File: config.mk
export PLATFORM = sky130hd
export DESIGN_NAME = ccsa_sqrt_cell
export DESIGN_NICKNAME = d
export VERILOG_FILES = /design/src/hw/rtl/ccsa_pkg.sv /design/src/hw/rtl/ccsa_sqrt_cell.sv
export SDC_FILE = /design/constraint.sdc
export NUM_CORES = 1
export LEC_CHECK = 0
export BUFFER_PORTS_ARGS = -buffer_cell sky130_fd_sc_hd__buf_4
export CORE_AREA = 2 2 156 158
export CTS_BUF_LIST = sky130_fd_sc_hd__clkbuf_8 sky130_fd_sc_hd__clkbuf_16
export CTS_CLUSTER_DIAMETER = 50
export DETAILED_ROUTE_END_ITERATION = 8
export DIE_AREA = 0 0 158 160
export PLACE_DENSITY = 0.65
export SLEW_MARGIN = 20
export SYNTH_ARGS = -nofsm -noshare
export SYNTH_HDL_FRONTEND = slang
export SYNTH_SLANG_ARGS = --single-unit
File: constraint.sdc
create_clock -name clk -period 0.8 [get_ports clk]
set_input_delay 0 -clock clk [delete_from_list [all_inputs] [get_ports clk]]
set_output_delay 0 -clock clk [all_outputs]
set_load 0.1 [all_outputs]
File: src/hw/rtl/ccsa_pkg.sv
`timescale 1ns / 1ps
// ----------------------------------------------------------------------------
// Circumcircle steering angle package
// Widths, constants, cell payload types and the per-cell step functions
// shared by the divider, square root and CORDIC chains.
// ----------------------------------------------------------------------------
package ccsa_pkg;

    localparam int FRAC_BITS     = 16;
    localparam int CORDIC_STAGES = 20;
    localparam int GUARD_BITS    = 24;
    localparam int ANGLE_W       = FRAC_BITS + 2;
    localparam int COORD_W       = 32;
    localparam int WB_W          = 31;
    localparam int DIFF_W        = COORD_W + 1;
    localparam int SQ_W          = 2 * DIFF_W;
    localparam int DET_W         = SQ_W + 1;
    localparam int PP_W          = 2 * DIFF_W + 1;
    localparam int NUM_W         = 101;
    localparam int DEN_W         = DET_W;
    localparam int DIV_STAGES    = 40;
    localparam int MAG_W         = DIV_STAGES + 1;
    localparam int SQRT_STAGES   = COORD_W;
    localparam int ROOT_W        = COORD_W;
    localparam int REM_W         = ROOT_W + 2;
    localparam int CXY_W         = 60;
    localparam int Z_W           = 36;
    localparam int STAGE_W       = $clog2(CORDIC_STAGES);
    localparam int ATAN_N        = 12;
    localparam int LATENCY       = 10 + DIV_STAGES + 2 + SQRT_STAGES + 1 + CORDIC_STAGES + 2;

    localparam logic [WB_W-1:0]        WB_RESET    = 31'd131072;
    localparam logic signed [Z_W-1:0]  HALF_PI_Q32 = 36'sd6746518852;
    localparam int ANGLE_MAX = int'((64'd6746518852 + (64'd1 << (31 - FRAC_BITS)))
                                    >> (32 - FRAC_BITS));

    localparam logic [Z_W-1:0] ATAN_Q32 [ATAN_N] = '{
        36'd3373259426, 36'd1991351317, 36'd1052175346, 36'd534100635,
        36'd268086748,  36'd134174063,  36'd67103403,   36'd33553749,
        36'd16777131,   36'd8388597,    36'd4194303,    36'd2097152
    };

    typedef enum logic [1:0] {
        ST_OK        = 2'd0,
        ST_COLLINEAR = 2'd1,
        ST_SATURATED = 2'd2
    } status_t;

    typedef struct packed {
        logic [DEN_W-1:0]      d;
        logic [DEN_W-1:0]      rem;
        logic [DIV_STAGES-1:0] num;
        logic [DIV_STAGES-1:0] quo;
        logic                  ovf;
        logic                  neg;
    } div_lane_t;

    typedef struct packed {
        div_lane_t                  lx;
        div_lane_t                  ly;
        logic signed [COORD_W-1:0]  gx;
        logic signed [COORD_W-1:0]  gy;
        logic                       zero;
    } div_t;

    typedef struct packed {
        logic [2*SQRT_STAGES-1:0]   v;
        logic [REM_W-1:0]           rem;
        logic [ROOT_W-1:0]          root;
        logic signed [COORD_W-1:0]  cx;
        logic signed [COORD_W-1:0]  cy;
        logic                       sat;
        logic                       big;
        logic                       right;
        logic                       zero;
    } sqrt_t;

    typedef struct packed {
        logic signed [CXY_W-1:0]    x;
        logic signed [CXY_W-1:0]    y;
        logic signed [Z_W-1:0]      z;
        logic signed [COORD_W-1:0]  cx;
        logic signed [COORD_W-1:0]  cy;
        logic [COORD_W-1:0]         rad;
        logic                       sat;
        logic                       right;
        logic                       zero;
        logic                       rad_zero;
    } cordic_t;

    function automatic div_lane_t div_step(div_lane_t a);
        div_lane_t        r;
        logic [DEN_W:0]   rem2;
        logic [DEN_W:0]   diff;
        r    = a;
        rem2 = {a.rem, a.num[DIV_STAGES-1]};
        diff = rem2 - {1'b0, a.d};
        r.num = {a.num[DIV_STAGES-2:0], 1'b0};
        if (rem2 >= {1'b0, a.d})
        begin
            r.rem = diff[DEN_W-1:0];
            r.quo = {a.quo[DIV_STAGES-2:0], 1'b1};
        end
        else
        begin
            r.rem = rem2[DEN_W-1:0];
            r.quo = {a.quo[DIV_STAGES-2:0], 1'b0};
        end
        return r;
    endfunction

    function automatic sqrt_t sqrt_step(sqrt_t a);
        sqrt_t            r;
        logic [REM_W+1:0] rem_sh;
        logic [REM_W+1:0] trial;
        logic [REM_W+1:0] diff;
        r      = a;
        rem_sh = {a.rem, a.v[2*SQRT_STAGES-1 -: 2]};
        trial  = {{(REM_W-ROOT_W){1'b0}}, a.root, 2'b01};
        diff   = rem_sh - trial;
        r.v    = {a.v[2*SQRT_STAGES-3:0], 2'b00};
        if (rem_sh >= trial)
        begin
            r.rem  = diff[REM_W-1:0];
            r.root = {a.root[ROOT_W-2:0], 1'b1};
        end
        else
        begin
            r.rem  = rem_sh[REM_W-1:0];
            r.root = {a.root[ROOT_W-2:0], 1'b0};
        end
        return r;
    endfunction

    function automatic logic signed [Z_W-1:0] atan_step(logic [STAGE_W-1:0] i);
        logic [Z_W-1:0] r;
        if (int'(i) < ATAN_N)
            r = ATAN_Q32[i[3:0]];
        else
            r = {{(Z_W-1){1'b0}}, 1'b1} << (32 - int'(i));
        return $signed(r);
    endfunction

endpackage

File: src/hw/rtl/ccsa_sqrt_cell.sv
`timescale 1ns / 1ps
// ----------------------------------------------------------------------------
// Square root cell
// One root bit per cycle from two radicand bits.
// ----------------------------------------------------------------------------
module ccsa_sqrt_cell (
    input  logic           clk,
    input  logic           rst_n,
    input  logic           in_valid,
    input  ccsa_pkg::sqrt_t in_data,
    output logic           out_valid,
    output ccsa_pkg::sqrt_t out_data
);
    import ccsa_pkg::*;

    logic   valid_reg;
    sqrt_t  data_reg;
    sqrt_t  data_next;

    always_comb
    begin
        data_next = sqrt_step(in_data);
    end

    always_ff @(posedge clk or negedge rst_n)
    begin
        if (!rst_n)
            valid_reg <= 1'b0;
        else
            valid_reg <= in_valid;
    end

    always_ff @(posedge clk)
    begin
        data_reg <= data_next;
    end

    assign out_valid = valid_reg;
    assign out_data  = data_reg;

endmodule

==> impl_metrics.env <==
export IMPL_clockBufferDepth=2
export IMPL_grt_pass1_vias=8101
export IMPL_cap_violations=0
export IMPL_busiest_layer="met2"
export IMPL_dpl_hpwl_um=21500
export IMPL_finalPower_uw=36200
export IMPL_cts_tree="yes"
export IMPL_std_cell_rows=57
export IMPL_synth_edff_count=0
export IMPL_hold_path_depth=4
export IMPL_grt_usage_pct=27.2
export IMPL_synth_ff_type="dfxtp_1"
export IMPL_numPortBuffers=397
export IMPL_route_detailed_drc=0
export IMPL_ir_drop_mv=1.50
export IMPL_critPathCaptureType="flop"
export IMPL_outcome="finished with violations"
export IMPL_cts_sinks=197
export IMPL_grt_max_degree=25
export IMPL_p_leak_uw=0.00765
export IMPL_antenna_left=0
export IMPL_ys_warn_count=0
export IMPL_post_route_min_period_ps=1860
export IMPL_clk_pin_slew_worst_paths_ps=80
export IMPL_cts_buffers=17
export IMPL_cts_root_buf="clkbuf_16"
export IMPL_powerDensity_nw_per_um2=2120
export IMPL_ys_async_sr_fraction_pct=0.508
export IMPL_drv_slew=0
export IMPL_dpl_worst_slack_ps=-1630
export IMPL_ioPinCount=400
export IMPL_yosysMostFrequentCell="dfxtp_1"
export IMPL_cp_max_fo=5
export IMPL_grt_use_met1_pct=28.5
export IMPL_avgSynthCellArea_um2=11.1
export IMPL_rsz0062_at_grt="yes"
export IMPL_arrival_ps=2190
export IMPL_setup_viol=232
export IMPL_ys_types=63
export IMPL_cp_slowest_stage_delay_ps=390
export IMPL_fp_dieW_um=158
export IMPL_ys_top_cells_by_count="196 x dfxtp_1, 58 x nand2_1, 42 x inv_1, 41 x o21ai_0, 34 x ha_1"
export IMPL_dr_first_iter_drc_count=369
export IMPL_wl_um=36200
export IMPL_fin_ws_ps=-1060
export IMPL_die_area_um2=25300
export IMPL_vias=7536
export IMPL_yosysTopAreaCellShare_pct=61.1
export IMPL_met3_usage_pct=8.55
export IMPL_slowest_stage="a211oi_2"
export IMPL_final_area_um2=17100
export IMPL_start_kind="input port"
export IMPL_syn_area_um2=6420
export IMPL_htree_levels=4
export IMPL_crit_type="in2reg"
export IMPL_synth_seq_area_share_pct=61.5
export IMPL_gr_total_overflow=0
export IMPL_violations="negative setup slack"
export IMPL_antenna_found_initial=7
export IMPL_min_path_type="in2reg"
export IMPL_core_area_um2=23800
export IMPL_period_share_pct=233
export IMPL_start_util_pct=27.0
export IMPL_areaGrowthSynthToFinish_pct=167
export IMPL_viasPerCell=4.54
export IMPL_timing_hold_ws_ps=42.6
export IMPL_die_h_um=160
export IMPL_synthTopCellsByArea="dfxtp_1 61%, ha_1 6.6%, nand2_1 3.4%"
export IMPL_hold_viol_final=0
export IMPL_dr_pass1_iters=4
export IMPL_postLayoutCoreUtil_pct=71.9
export IMPL_required_ps=1120
export IMPL_placed_area_um2=11100
export IMPL_grt_first_pass_wirelength_um=50300
export IMPL_met2_usage_pct=47.3
export IMPL_routedWlPerCell_um=21.8
export IMPL_path_cells="buf_8 -> ha_4 -> a21o_1 -> o41ai_2 -> o211ai_1 -> a211oi_2 -> o21a_4 -> clkinv_4 -> mux2_4"
export IMPL_synth_top_area_cell="dfxtp_1"
export IMPL_drive_gt1_share_pct=67.8
export IMPL_gp_congestion=0.879
export IMPL_fmax_mhz=537
export IMPL_nets=1552
export IMPL_synth_cells=576
export IMPL_fill_cells=1476
export IMPL_ys_seq_elements=197
-- metrics by stage --
stage | setup TNS (ps) | cells
global route | -73900 | 1656
detailed placement | -53120 | 1391
CTS | -65460 | 1640
global placement | -50940 | 1391
finish | -67290 | 1659
floorplan | -35100 | 577
-- final cells by class --
type	instances	area, um2	share of cell area [%]
timing repair buffer	735	8770	51.2
sequential	197	4210	24.6
multi-input combinational	323	2900	16.9
clock buffer	17	425	2.48
tap	324	405	2.37
clock inverter	15	204	1.19
inverter	43	196	1.15
antenna	5	12.5	0.0731
-- timing repair --
item                       in CTS  in global routing
hold buffers                  198                  1
gates resized for setup       661                 81
setup buffers                  18                  9
gates cloned                    3                  5
hold endpoints to repair      197                  1
pin swaps                      37                 35
setup endpoints to repair     232                232
-- path summary, 6_finish.rpt --
path                         startpoint             to  slack [ps]
max                        in_data[107]  out_data[127]       -1060
min                        in_data[104]  out_data[106]          40
max in group asynchronous         rst_n      out_valid         250
min in group asynchronous         rst_n      out_valid         420
-- cells in the final DEF, fill, tap and decap left out, types with 11 or more instances in the layout --
master	n
o21ai_1	14
o21ai_0	11
buf_4	302
dfxtp_2	190
clkbuf_16	20
a21o_1	19
xor2_1	11
xnor2_1	12
nand2_1	44
buf_6	18
nor2_1	13
buf_12	201
a21oi_1	18
o21ai_2	20
dlygate4sd3_1	199
ha_4	19
inv_1	25
-- per-layer routing --
layer  part of all wire (%)  wire length (um)
met5                  0.086                31
met4                    6.6              2390
met3                    7.3              2640
met2                     50             18100
met1                     36             13000
-- power breakdown --
part	internal (uW)	switching, uW	leakage (uW)	total, uW
logic	6390	8950	0.00568	15300
clock network	4400	4940	0.000303	9350
registers	10800	758	0.00167	11600
-- registers in the layout, summed over array words and instances (netlist names) --
signal / flops
out_data: 196
out_valid: 1
-- critical path: cells and delay by family --
kind	cells	cell delay, ps
compound gates	5	1460
buf+inv	2	180
mux	1	290
fa+ha+maj	1	250
-- logic make-up (layout without fill, tap and decap cells) --
group	count (synthesis)	in the layout	share of synthesized area (%)
simple gates	120	120	8.73
fa+ha+maj	34	34	6.63
buf+inv	59	810	4.01
xor+xnor	27	27	3.68
mux	5	5	0.857
other cells	1	7	0.0584
compound gates	133	135	14.5
flops	197	197	61.5
(Power assumes the default switching activity.)
