--- src/hw/rtl/ccsa_pkg.sv ---
`timescale 1ns / 1ps
// ----------------------------------------------------------------------------
// Circumcircle steering angle package
// Widths, constants, cell payload types and the per-cell step functions
// shared by the divider, square root and CORDIC chains.
// ----------------------------------------------------------------------------
package ccsa_pkg;

    localparam int FRAC_BITS     = 16;
    localparam int CORDIC_STAGES = 20;
    localparam int GUARD_BITS    = 24;
    localparam int ANGLE_W       = FRAC_BITS + 2;
    localparam int COORD_W       = 32;
    localparam int WB_W          = 31;
    localparam int DIFF_W        = COORD_W + 1;
    localparam int SQ_W          = 2 * DIFF_W;
    localparam int DET_W         = SQ_W + 1;
    localparam int PP_W          = 2 * DIFF_W + 1;
    localparam int NUM_W         = 101;
    localparam int DEN_W         = DET_W;
    localparam int DIV_STAGES    = 40;
    localparam int MAG_W         = DIV_STAGES + 1;
    localparam int SQRT_STAGES   = COORD_W;
    localparam int ROOT_W        = COORD_W;
    localparam int REM_W         = ROOT_W + 2;
    localparam int CXY_W         = 60;
    localparam int Z_W           = 36;
    localparam int STAGE_W       = $clog2(CORDIC_STAGES);
    localparam int ATAN_N        = 12;
    localparam int LATENCY       = 10 + DIV_STAGES + 2 + SQRT_STAGES + 1 + CORDIC_STAGES + 2;

    localparam logic [WB_W-1:0]        WB_RESET    = 31'd131072;
    localparam logic signed [Z_W-1:0]  HALF_PI_Q32 = 36'sd6746518852;
    localparam int ANGLE_MAX = int'((64'd6746518852 + (64'd1 << (31 - FRAC_BITS)))
                                    >> (32 - FRAC_BITS));

    localparam logic [Z_W-1:0] ATAN_Q32 [ATAN_N] = '{
        36'd3373259426, 36'd1991351317, 36'd1052175346, 36'd534100635,
        36'd268086748,  36'd134174063,  36'd67103403,   36'd33553749,
        36'd16777131,   36'd8388597,    36'd4194303,    36'd2097152
    };

    typedef enum logic [1:0] {
        ST_OK        = 2'd0,
        ST_COLLINEAR = 2'd1,
        ST_SATURATED = 2'd2
    } status_t;

    typedef struct packed {
        logic [DEN_W-1:0]      d;
        logic [DEN_W-1:0]      rem;
        logic [DIV_STAGES-1:0] num;
        logic [DIV_STAGES-1:0] quo;
        logic                  ovf;
        logic                  neg;
    } div_lane_t;

    typedef struct packed {
        div_lane_t                  lx;
        div_lane_t                  ly;
        logic signed [COORD_W-1:0]  gx;
        logic signed [COORD_W-1:0]  gy;
        logic                       zero;
    } div_t;

    typedef struct packed {
        logic [2*SQRT_STAGES-1:0]   v;
        logic [REM_W-1:0]           rem;
        logic [ROOT_W-1:0]          root;
        logic signed [COORD_W-1:0]  cx;
        logic signed [COORD_W-1:0]  cy;
        logic                       sat;
        logic                       big;
        logic                       right;
        logic                       zero;
    } sqrt_t;

    typedef struct packed {
        logic signed [CXY_W-1:0]    x;
        logic signed [CXY_W-1:0]    y;
        logic signed [Z_W-1:0]      z;
        logic signed [COORD_W-1:0]  cx;
        logic signed [COORD_W-1:0]  cy;
        logic [COORD_W-1:0]         rad;
        logic                       sat;
        logic                       right;
        logic                       zero;
        logic                       rad_zero;
    } cordic_t;

    function automatic div_lane_t div_step(div_lane_t a);
        div_lane_t        r;
        logic [DEN_W:0]   rem2;
        logic [DEN_W:0]   diff;
        r    = a;
        rem2 = {a.rem, a.num[DIV_STAGES-1]};
        diff = rem2 - {1'b0, a.d};
        r.num = {a.num[DIV_STAGES-2:0], 1'b0};
        if (rem2 >= {1'b0, a.d})
        begin
            r.rem = diff[DEN_W-1:0];
            r.quo = {a.quo[DIV_STAGES-2:0], 1'b1};
        end
        else
        begin
            r.rem = rem2[DEN_W-1:0];
            r.quo = {a.quo[DIV_STAGES-2:0], 1'b0};
        end
        return r;
    endfunction

    function automatic sqrt_t sqrt_step(sqrt_t a);
        sqrt_t            r;
        logic [REM_W+1:0] rem_sh;
        logic [REM_W+1:0] trial;
        logic [REM_W+1:0] diff;
        r      = a;
        rem_sh = {a.rem, a.v[2*SQRT_STAGES-1 -: 2]};
        trial  = {{(REM_W-ROOT_W){1'b0}}, a.root, 2'b01};
        diff   = rem_sh - trial;
        r.v    = {a.v[2*SQRT_STAGES-3:0], 2'b00};
        if (rem_sh >= trial)
        begin
            r.rem  = diff[REM_W-1:0];
            r.root = {a.root[ROOT_W-2:0], 1'b1};
        end
        else
        begin
            r.rem  = rem_sh[REM_W-1:0];
            r.root = {a.root[ROOT_W-2:0], 1'b0};
        end
        return r;
    endfunction

    function automatic logic signed [Z_W-1:0] atan_step(logic [STAGE_W-1:0] i);
        logic [Z_W-1:0] r;
        if (int'(i) < ATAN_N)
            r = ATAN_Q32[i[3:0]];
        else
            r = {{(Z_W-1){1'b0}}, 1'b1} << (32 - int'(i));
        return $signed(r);
    endfunction

endpackage

--- src/hw/rtl/ccsa_div_cell.sv ---
`timescale 1ns / 1ps
// ----------------------------------------------------------------------------
// Divider cell
// One restoring quotient bit for both center offsets per cycle.
// ----------------------------------------------------------------------------
module ccsa_div_cell (
    input  logic          clk,
    input  logic          rst_n,
    input  logic          in_valid,
    input  ccsa_pkg::div_t in_data,
    output logic          out_valid,
    output ccsa_pkg::div_t out_data
);
    import ccsa_pkg::*;

    logic  valid_reg;
    div_t  data_reg;
    div_t  data_next;

    always_comb
    begin
        data_next    = in_data;
        data_next.lx = div_step(in_data.lx);
        data_next.ly = div_step(in_data.ly);
    end

    always_ff @(posedge clk or negedge rst_n)
    begin
        if (!rst_n)
            valid_reg <= 1'b0;
        else
            valid_reg <= in_valid;
    end

    always_ff @(posedge clk)
    begin
        data_reg <= data_next;
    end

    assign out_valid = valid_reg;
    assign out_data  = data_reg;

endmodule

--- config.mk ---
export PLATFORM = sky130hd
export DESIGN_NAME = ccsa_div_cell
export DESIGN_NICKNAME = d
export VERILOG_FILES = /design/src/hw/rtl/ccsa_pkg.sv /design/src/hw/rtl/ccsa_div_cell.sv
export SDC_FILE = /design/constraint.sdc
export NUM_CORES = 1
export LEC_CHECK = 0
export BUFFER_PORTS_ARGS = -buffer_cell sky130_fd_sc_hd__buf_2
export CORE_AREA = 2 2 387 389
export CTS_BUF_LIST = sky130_fd_sc_hd__clkbuf_4 sky130_fd_sc_hd__clkbuf_8
export CTS_CLUSTER_DIAMETER = 120
export DETAILED_ROUTE_END_ITERATION = 8
export DIE_AREA = 0 0 389 391
export HOLD_SLACK_MARGIN = 0.02
export SLEW_MARGIN = 0
export SYNTH_ARGS = -nofsm -noshare
export SYNTH_HDL_FRONTEND = slang
export SYNTH_SLANG_ARGS = --single-unit
--- constraint.sdc ---
create_clock -name clk -period 0.8 [get_ports clk]
set_clock_uncertainty 0.15 [all_clocks]
set_input_delay 0.04 -clock clk [delete_from_list [all_inputs] [get_ports clk]]
set_output_delay 0.04 -clock clk [all_outputs]
set_load 0.01 [all_outputs]
==> results of run 1 <==
## flip-flops by register name (all words and copies together) (netlist names)
signal     flops
out_data     495
out_valid      1
## layer usage
metal	up-vias	wire length (um)	part of all wire, %	track usage [%]
met3	338	9340	8.0	4.28
met4	16	6170	5.3	6.33
met5	-	112	0.096	0
met1	12100	45600	39	15.8
met2	1104	55400	47	22.9
li1	12000	-	-	-
## critical path, cell delays in order
cell and delay (ps):
buf_2 100, inv_2 40, ha_4 280, nand2_4 60, o211ai_1 390, buf_4 200
o211ai_1 160, a21oi_4 320, a211oi_4 130, a211oi_4 410, o21ai_2 130, buf_4 150
a21o_4 240, buf_12 160, buf_16 140, o21ai_2 160
## repair_timing
action,CTS,global route
buffers inserted,26,16
hold buffers,603,20
pin swaps,51,66
gates resized for setup,177,870
hold endpoints to repair,497,238
endpoints found under the setup margin,632,644
gates cloned,12,14
## synth_stat cells, drive strengths merged (10+ instances only)
master / number
a21oi: 167
o21a: 17
nand2b: 14
and3: 13
o211ai: 10
nand2: 246
a31oi: 16
nor2: 86
ha: 134
inv: 182
o21bai: 28
nand3: 24
xor2: 46
o31ai: 19
nand4: 47
a211oi: 15
dfxtp: 495
buf: 27
nor3: 20
xnor2: 74
o21ai: 208
a21o: 65
clkbuf: 55
## kinds of logic after synthesis
group / Yosys count / share of synthesized area (%)
buffers and inverters: 264 / 5.26
and+or+nand+nor: 498 / 11.5
AOI/OAI and AO/OA: 606 / 19.0
adders and majority gates: 136 / 8.61
DFF: 496 / 49.8
muxes: 8 / 0.546
xor gates and xnor gates: 120 / 5.27
other: 1 / 0.0188
## cell type report
cell class | instances | area, sq um | share of cell area, %
timing repair buffer | 2279 | 18900 | 42.2
sequential | 496 | 10400 | 23.2
multi-input combinational | 1371 | 10300 | 23.0
tap | 1944 | 2430 | 5.44
clock buffer | 130 | 1630 | 3.65
inverter | 182 | 723 | 1.62
clock inverter | 33 | 344 | 0.770
antenna | 17 | 42.5 | 0.0952
## how the worst max path moves through the flow
stage,endpoint,slack (ps),cells after the start
after floorplan,out_data[364],-2160,15
after global placement,out_data[211],-3070,14
after detailed placement,out_data[207],-3020,14
after CTS,out_data[148],-1560,16
after global routing,out_data[148],-1760,13
final,out_data[154],-1790,16
## metrics by stage
stage	power (mW)	util, %
2_1_floorplan	37.0	-
3_3_place_gp	48.2	21.6
3_5_place_dp	48.3	21.6
4_1_cts	79.4	27.8
5_1_grt	86.9	30.1
6_report	83.4	30.1
## report_power, final
| part | switching [mW] | leakage, nW | internal (mW) |
|---|---|---|---|
| combinational | 12.5 | 15.8 | 14.7 |
| clock | 12.8 | 1.02 | 14.4 |
| sequential | 1.42 | 4.20 | 27.6 |
| total | 26.7 | 21.0 | 56.7 |
==> summary.md, run 1 <==
| Metric | Value |
|---|---|
| Status | `finished, violations left` |
| Failing checks | `hold timing, setup timing` |
| DPL Wire Length | `83.1 mm` |
| PD cells | `1870 nW/um^2` |
| Register area share after synthesis | `49.8%` |
| Leading area contributor after synthesis | `dfxtp_1` |
| Area contributors post-synth | `dfxtp_1 (50%), ha_1 (8.4%), o21ai_0 (4.9%), nand2_1 (4.6%), a21oi_1 (4.2%)` |
| Slew Viols, Final | `0` |
| Hold Path Sink | `out_data[440]` |
| Slew @ Worst Pin | `728 ps` |
| Critical Path End Type | `register` |
| Startpoint types | `input port` |
| CTS max path bufs | `3` |
| Fill cell count | `15.0k` |
| Mapped Area | `19900 sq um` |
| Die X | `389 um` |
| Tcrit/Tclk final | `324%` |
| Final wirelength | `117 mm` |
| Kind of critical path | `input port to register` |
| Share of layout cells above drive strength 1 | `52.9%` |
| Placed cells | `5609` |
| Min-Delay Path Depth | `1` |
| Hold path start | `in_data[440]` |
| Total track usage | `13.6%` |
| Cell leakage power | `21.0 nW` |
| Drt first pass iters | `5` |
| Final Critical Period | `2590 ps` |
| Max Clock Freq | `386 MHz` |
| Initial cell density of the core | `13.4%` |
| Top_reg_cell synth | `dfxtp_1` |
| Clock transition at path regs | `60 ps` |
| Synth cell types | `78` |
| Mean post-synth cell area | `9.36 sq um` |
| Critical path data required time | `1360 ps` |
| Most common cell after layout, fill and taps aside | `buf_2` |
| Vias | `25.5k` |
| Io pins | `998` |
| H-Tree Depth | `3` |
| Vias in the first global route | `26.0k` |
| Ys Warns | `0` |
| # DRC | `0` |
| RSZ-0062 raised after global routing | `yes` |
| Via density | `3.95` |
| Critical Path AT | `3150 ps` |
| Fin cells | `6452` |
| Core area | `149000 sq um` |
| FP Rows | `142` |
| Min Hold Slack | `-822 ps` |
| Initial detailed-routing violation count | `1315` |
| Synth Register Bits | `496` |
| CTS tree | `built` |
| Post-DP Area | `32000 sq um` |
| Critical path peak fanout | `5` |
| EDFF count, synth | `0` |
| Fin Setup TNS | `-529680 ps` |
| Initial antenna violation count | `30` |
| Fin. Hold Viols | `215` |
| Net count reported at finish | `5057` |
| First-pass GRT wire length | `157 mm` |
| Min-Delay Path Class | `input port to register` |
| # setup viols final | `682` |
| Worst slew margin | `51.0%` |
| Routed Antenna Nets | `0` |
| Number of port buffers | `993` |
| Design Area, Final | `44700 sq um` |
| Dpl ws | `-3020 ps` |
| Largest net degree at the start of global routing | `65` |
| Drt wl/cell | `18.1 um` |
| GR Overflow Total | `0` |
| Die Ht | `391 um` |
| CTS Buf Count | `91` |
| Most frequent cells in the layout | `buf_2 (682), buf_4 (624), dlygate4sd3_1 (609)` |
| Mapped Cells | `2129` |
| Clk sinks | `496` |
| GP Congestion | `0.909` |
| Fin worst setup slack | `-1790 ps` |
| VDD IR-drop max | `1680 uV` |
| Layout area overhead | `124%` |
| Critical path startpoint | `in_data[223]` |
| Max Cap Viol | `0` |
| Async set-reset flop share out of synthesis | `0.202%` |
| Post-synth top area share | `49.7%` |
| Die Footprint | `152000 sq um` |
| CTS Root Cell | `clkbuf_8` |
Note: power is estimated with default switching activity, not from simulation.
==> inputs of run 2 (changes only) <==
- CORE_AREA: 2 2 387 389 -> 2 2 384 386
- DIE_AREA: 0 0 389 391 -> 0 0 386 388
==> summary.md, run 2 (synthesized netlist as in run 1, its figures left out) <==
| Metric | Value |
|---|---|
| Status | `finished, violations left` |
| Failing checks | `hold timing, setup timing` |
| Footprint of the multi-input gates | `10700 sq um (+3.8%)` |
| Max Cap Viol | `0 (unchanged)` |
| Cell leakage power | `21.1 nW (+0.30%)` |
| Share of layout cells above drive strength 1 | `49.1% (-3.8 points)` |
| Drt first pass iters | `6 (+1)` |
| Critical path peak fanout | `5 (unchanged)` |
| CTS tree | `built` |
| Most frequent cells in the layout | `buf_2 (970), buf_4 (687), dlygate4sd3_1 (646)` |
| Initial antenna violation count | `38 (+27%)` |
| # setup viols final | `716 (+5.0%)` |
| Fin cells | `6556 (+1.6%)` |
| Tcrit/Tclk final | `305% (-19 points)` |
| Number of port buffers | `993 (unchanged)` |
| Fill cell count | `15.1k (+0.74%)` |
| Core area | `145000 sq um (-2.2%)` |
| H-Tree Depth | `3 (unchanged)` |
| Clk sinks | `496 (unchanged)` |
| Initial detailed-routing violation count | `1349 (+2.6%)` |
| Worst slew margin | `62.1% (+11 points)` |
| Slew Viols, Final | `0 (unchanged)` |
| Max Clock Freq | `410 MHz (+6.1%)` |
| Worst Setup EP | `out_data[148]` |
| # DRC | `0 (unchanged)` |
| Drt wl/cell | `19.9 um (+10%)` |
| CTS Buf Count | `96 (+5.5%)` |
| RSZ-0062 raised after global routing | `yes` |
| DPL Wire Length | `102 mm (+23%)` |
| Critical Path End Type | `register` |
| Largest net degree at the start of global routing | `34 (-48%)` |
| Final Critical Period | `2440 ps (-149 ps)` |
| Critical path data required time | `1360 ps (about the same)` |
| Vias | `25.9k (+1.4%)` |
| CTS max path bufs | `3 (unchanged)` |
| First-pass GRT wire length | `177 mm (+13%)` |
| GP Congestion | `1.00 (+10%)` |
| Fin Setup TNS | `-529520 ps (+160 ps)` |
| Slew @ Worst Pin | `564 ps (-164 ps)` |
| CTS Root Cell | `clkbuf_8` |
| Io pins | `998 (unchanged)` |
| Layout area overhead | `121%` |
| Kind of critical path | `input port to register` |
| PD cells | `1950 nW/um^2 (+4.5%)` |
| Die Ht | `388 um (-0.77%)` |
| FF+latch area | `9940 sq um (-4.3%)` |
| Total track usage | `16.3% (+2.7 points)` |
| Most common cell after layout, fill and taps aside | `buf_2` |
| Vias in the first global route | `26.6k (+2.6%)` |
| Die Footprint | `150000 sq um (-1.5%)` |
| Clock transition at path regs | `70 ps (about the same)` |
| Fin. Hold Viols | `201 (-6.5%)` |
| Largest register FFs | `495 (unchanged)` |
| Fin worst setup slack | `-1640 ps (+149 ps)` |
| FP Rows | `140 (-1.4%)` |
| Die X | `386 um (-0.77%)` |
| Hold path start | `in_data[430]` |
| VDD IR-drop max | `1290 uV (-24%)` |
| Critical Path AT | `3000 ps (-150 ps)` |
| Critical path startpoint | `in_data[146]` |
| Routed Antenna Nets | `0 (unchanged)` |
| Startpoint types | `input port` |
| Pwr Total | `86.1 mW (+3.3%)` |
| Initial cell density of the core | `13.7% (+0.31 points)` |
| Via density | `3.95 (-0.20%)` |
| Final wirelength | `131 mm (+12%)` |
| GR Overflow Total | `0 (unchanged)` |
| Min-Delay Path Class | `input port to register` |
| Placed cells | `5639 (+0.53%)` |
| Min Hold Slack | `-806 ps (+15.8 ps)` |
| Net count reported at finish | `5181 (+2.5%)` |
## run 2: cell count changes in the layout (fill, tap and decap cells not counted), sizes merged, moves of 3 or more
cell         previous run  this run
buf                  1656      1738
bufinv                  3        11
clkbuf                143       148
clkinv                 16        13
clkinvlp                9        12
dlygate4sd3           609       646
## run 2: final cells by class
cell class | count | area share (%)
repair buffers | 2398 | 40.9
multi-input cells | 1371 | 24.1
flip-flops and latches | 496 | 22.5
well taps | 1917 | 5.43
clock buffers | 134 | 3.92
inverters | 182 | 1.71
clock inverters | 42 | 1.30
diodes | 16 | 0.0907
## run 2: worst min path at each step
stage / end / depth (start not counted) / slack (ps)
2_1_floorplan: out_valid / 0 / -410
3_3_place_gp: out_valid / 1 / -310
3_5_place_dp: out_valid / 1 / -310
4_1_cts: out_data[430] / 1 / -920
5_1_grt: out_data[430] / 1 / -910
6_report: out_data[430] / 1 / -810
## run 2: routing by layer
layer,share of wire (%),up-vias,track usage (%)
met5,0.083,-,0
met4,5.8,18,8.72
met3,7.1,265,4.06
met2,47,1057,27.0
met1,40,12300,19.2
li1,-,12200,-
## run 2: metrics by stage
step | utilization [%] | instance area (sq um) | worst slack, ps
after floorplan | - | 20200 | -2160
final | 30.4 | 44100 | -1640
after global placement | 22.3 | 32400 | -2780
after detailed placement | 22.3 | 32400 | -2730
after CTS | 29.0 | 42200 | -1460
after global routing | 30.4 | 44100 | -1610
## run 2: critical path: stages
cell      delay [ps]
buf_12           110
inv_12            40
ha_4             130
inv_4             30
fa_2             380
a21oi_4          170
o211ai_1         150
o211ai_1         270
a21oi_2          170
a211oi_2         320
a211oi_2         100
buf_4            160
o21ai_4          130
a21o_4           180
buf_12           140
buf_12           140
mux2_4           300
## run 2: report_power, final
part / switching [mW] / internal [mW]
clock network: 13.1 / 17.8
registers: 1.38 / 27.3
logic: 13.0 / 13.6
total: 27.4 / 58.6
## run 2: repair_timing
| item | in CTS | in global routing |
|---|---|---|
| pin swaps | 60 | 115 |
| buffers inserted | 32 | 35 |
| gates cloned | 6 | 14 |
| hold buffers | 639 | 10 |
| hold endpoints to repair | 497 | 217 |
| setup endpoints to repair | 632 | 651 |
| gates resized for setup | 176 | 376 |
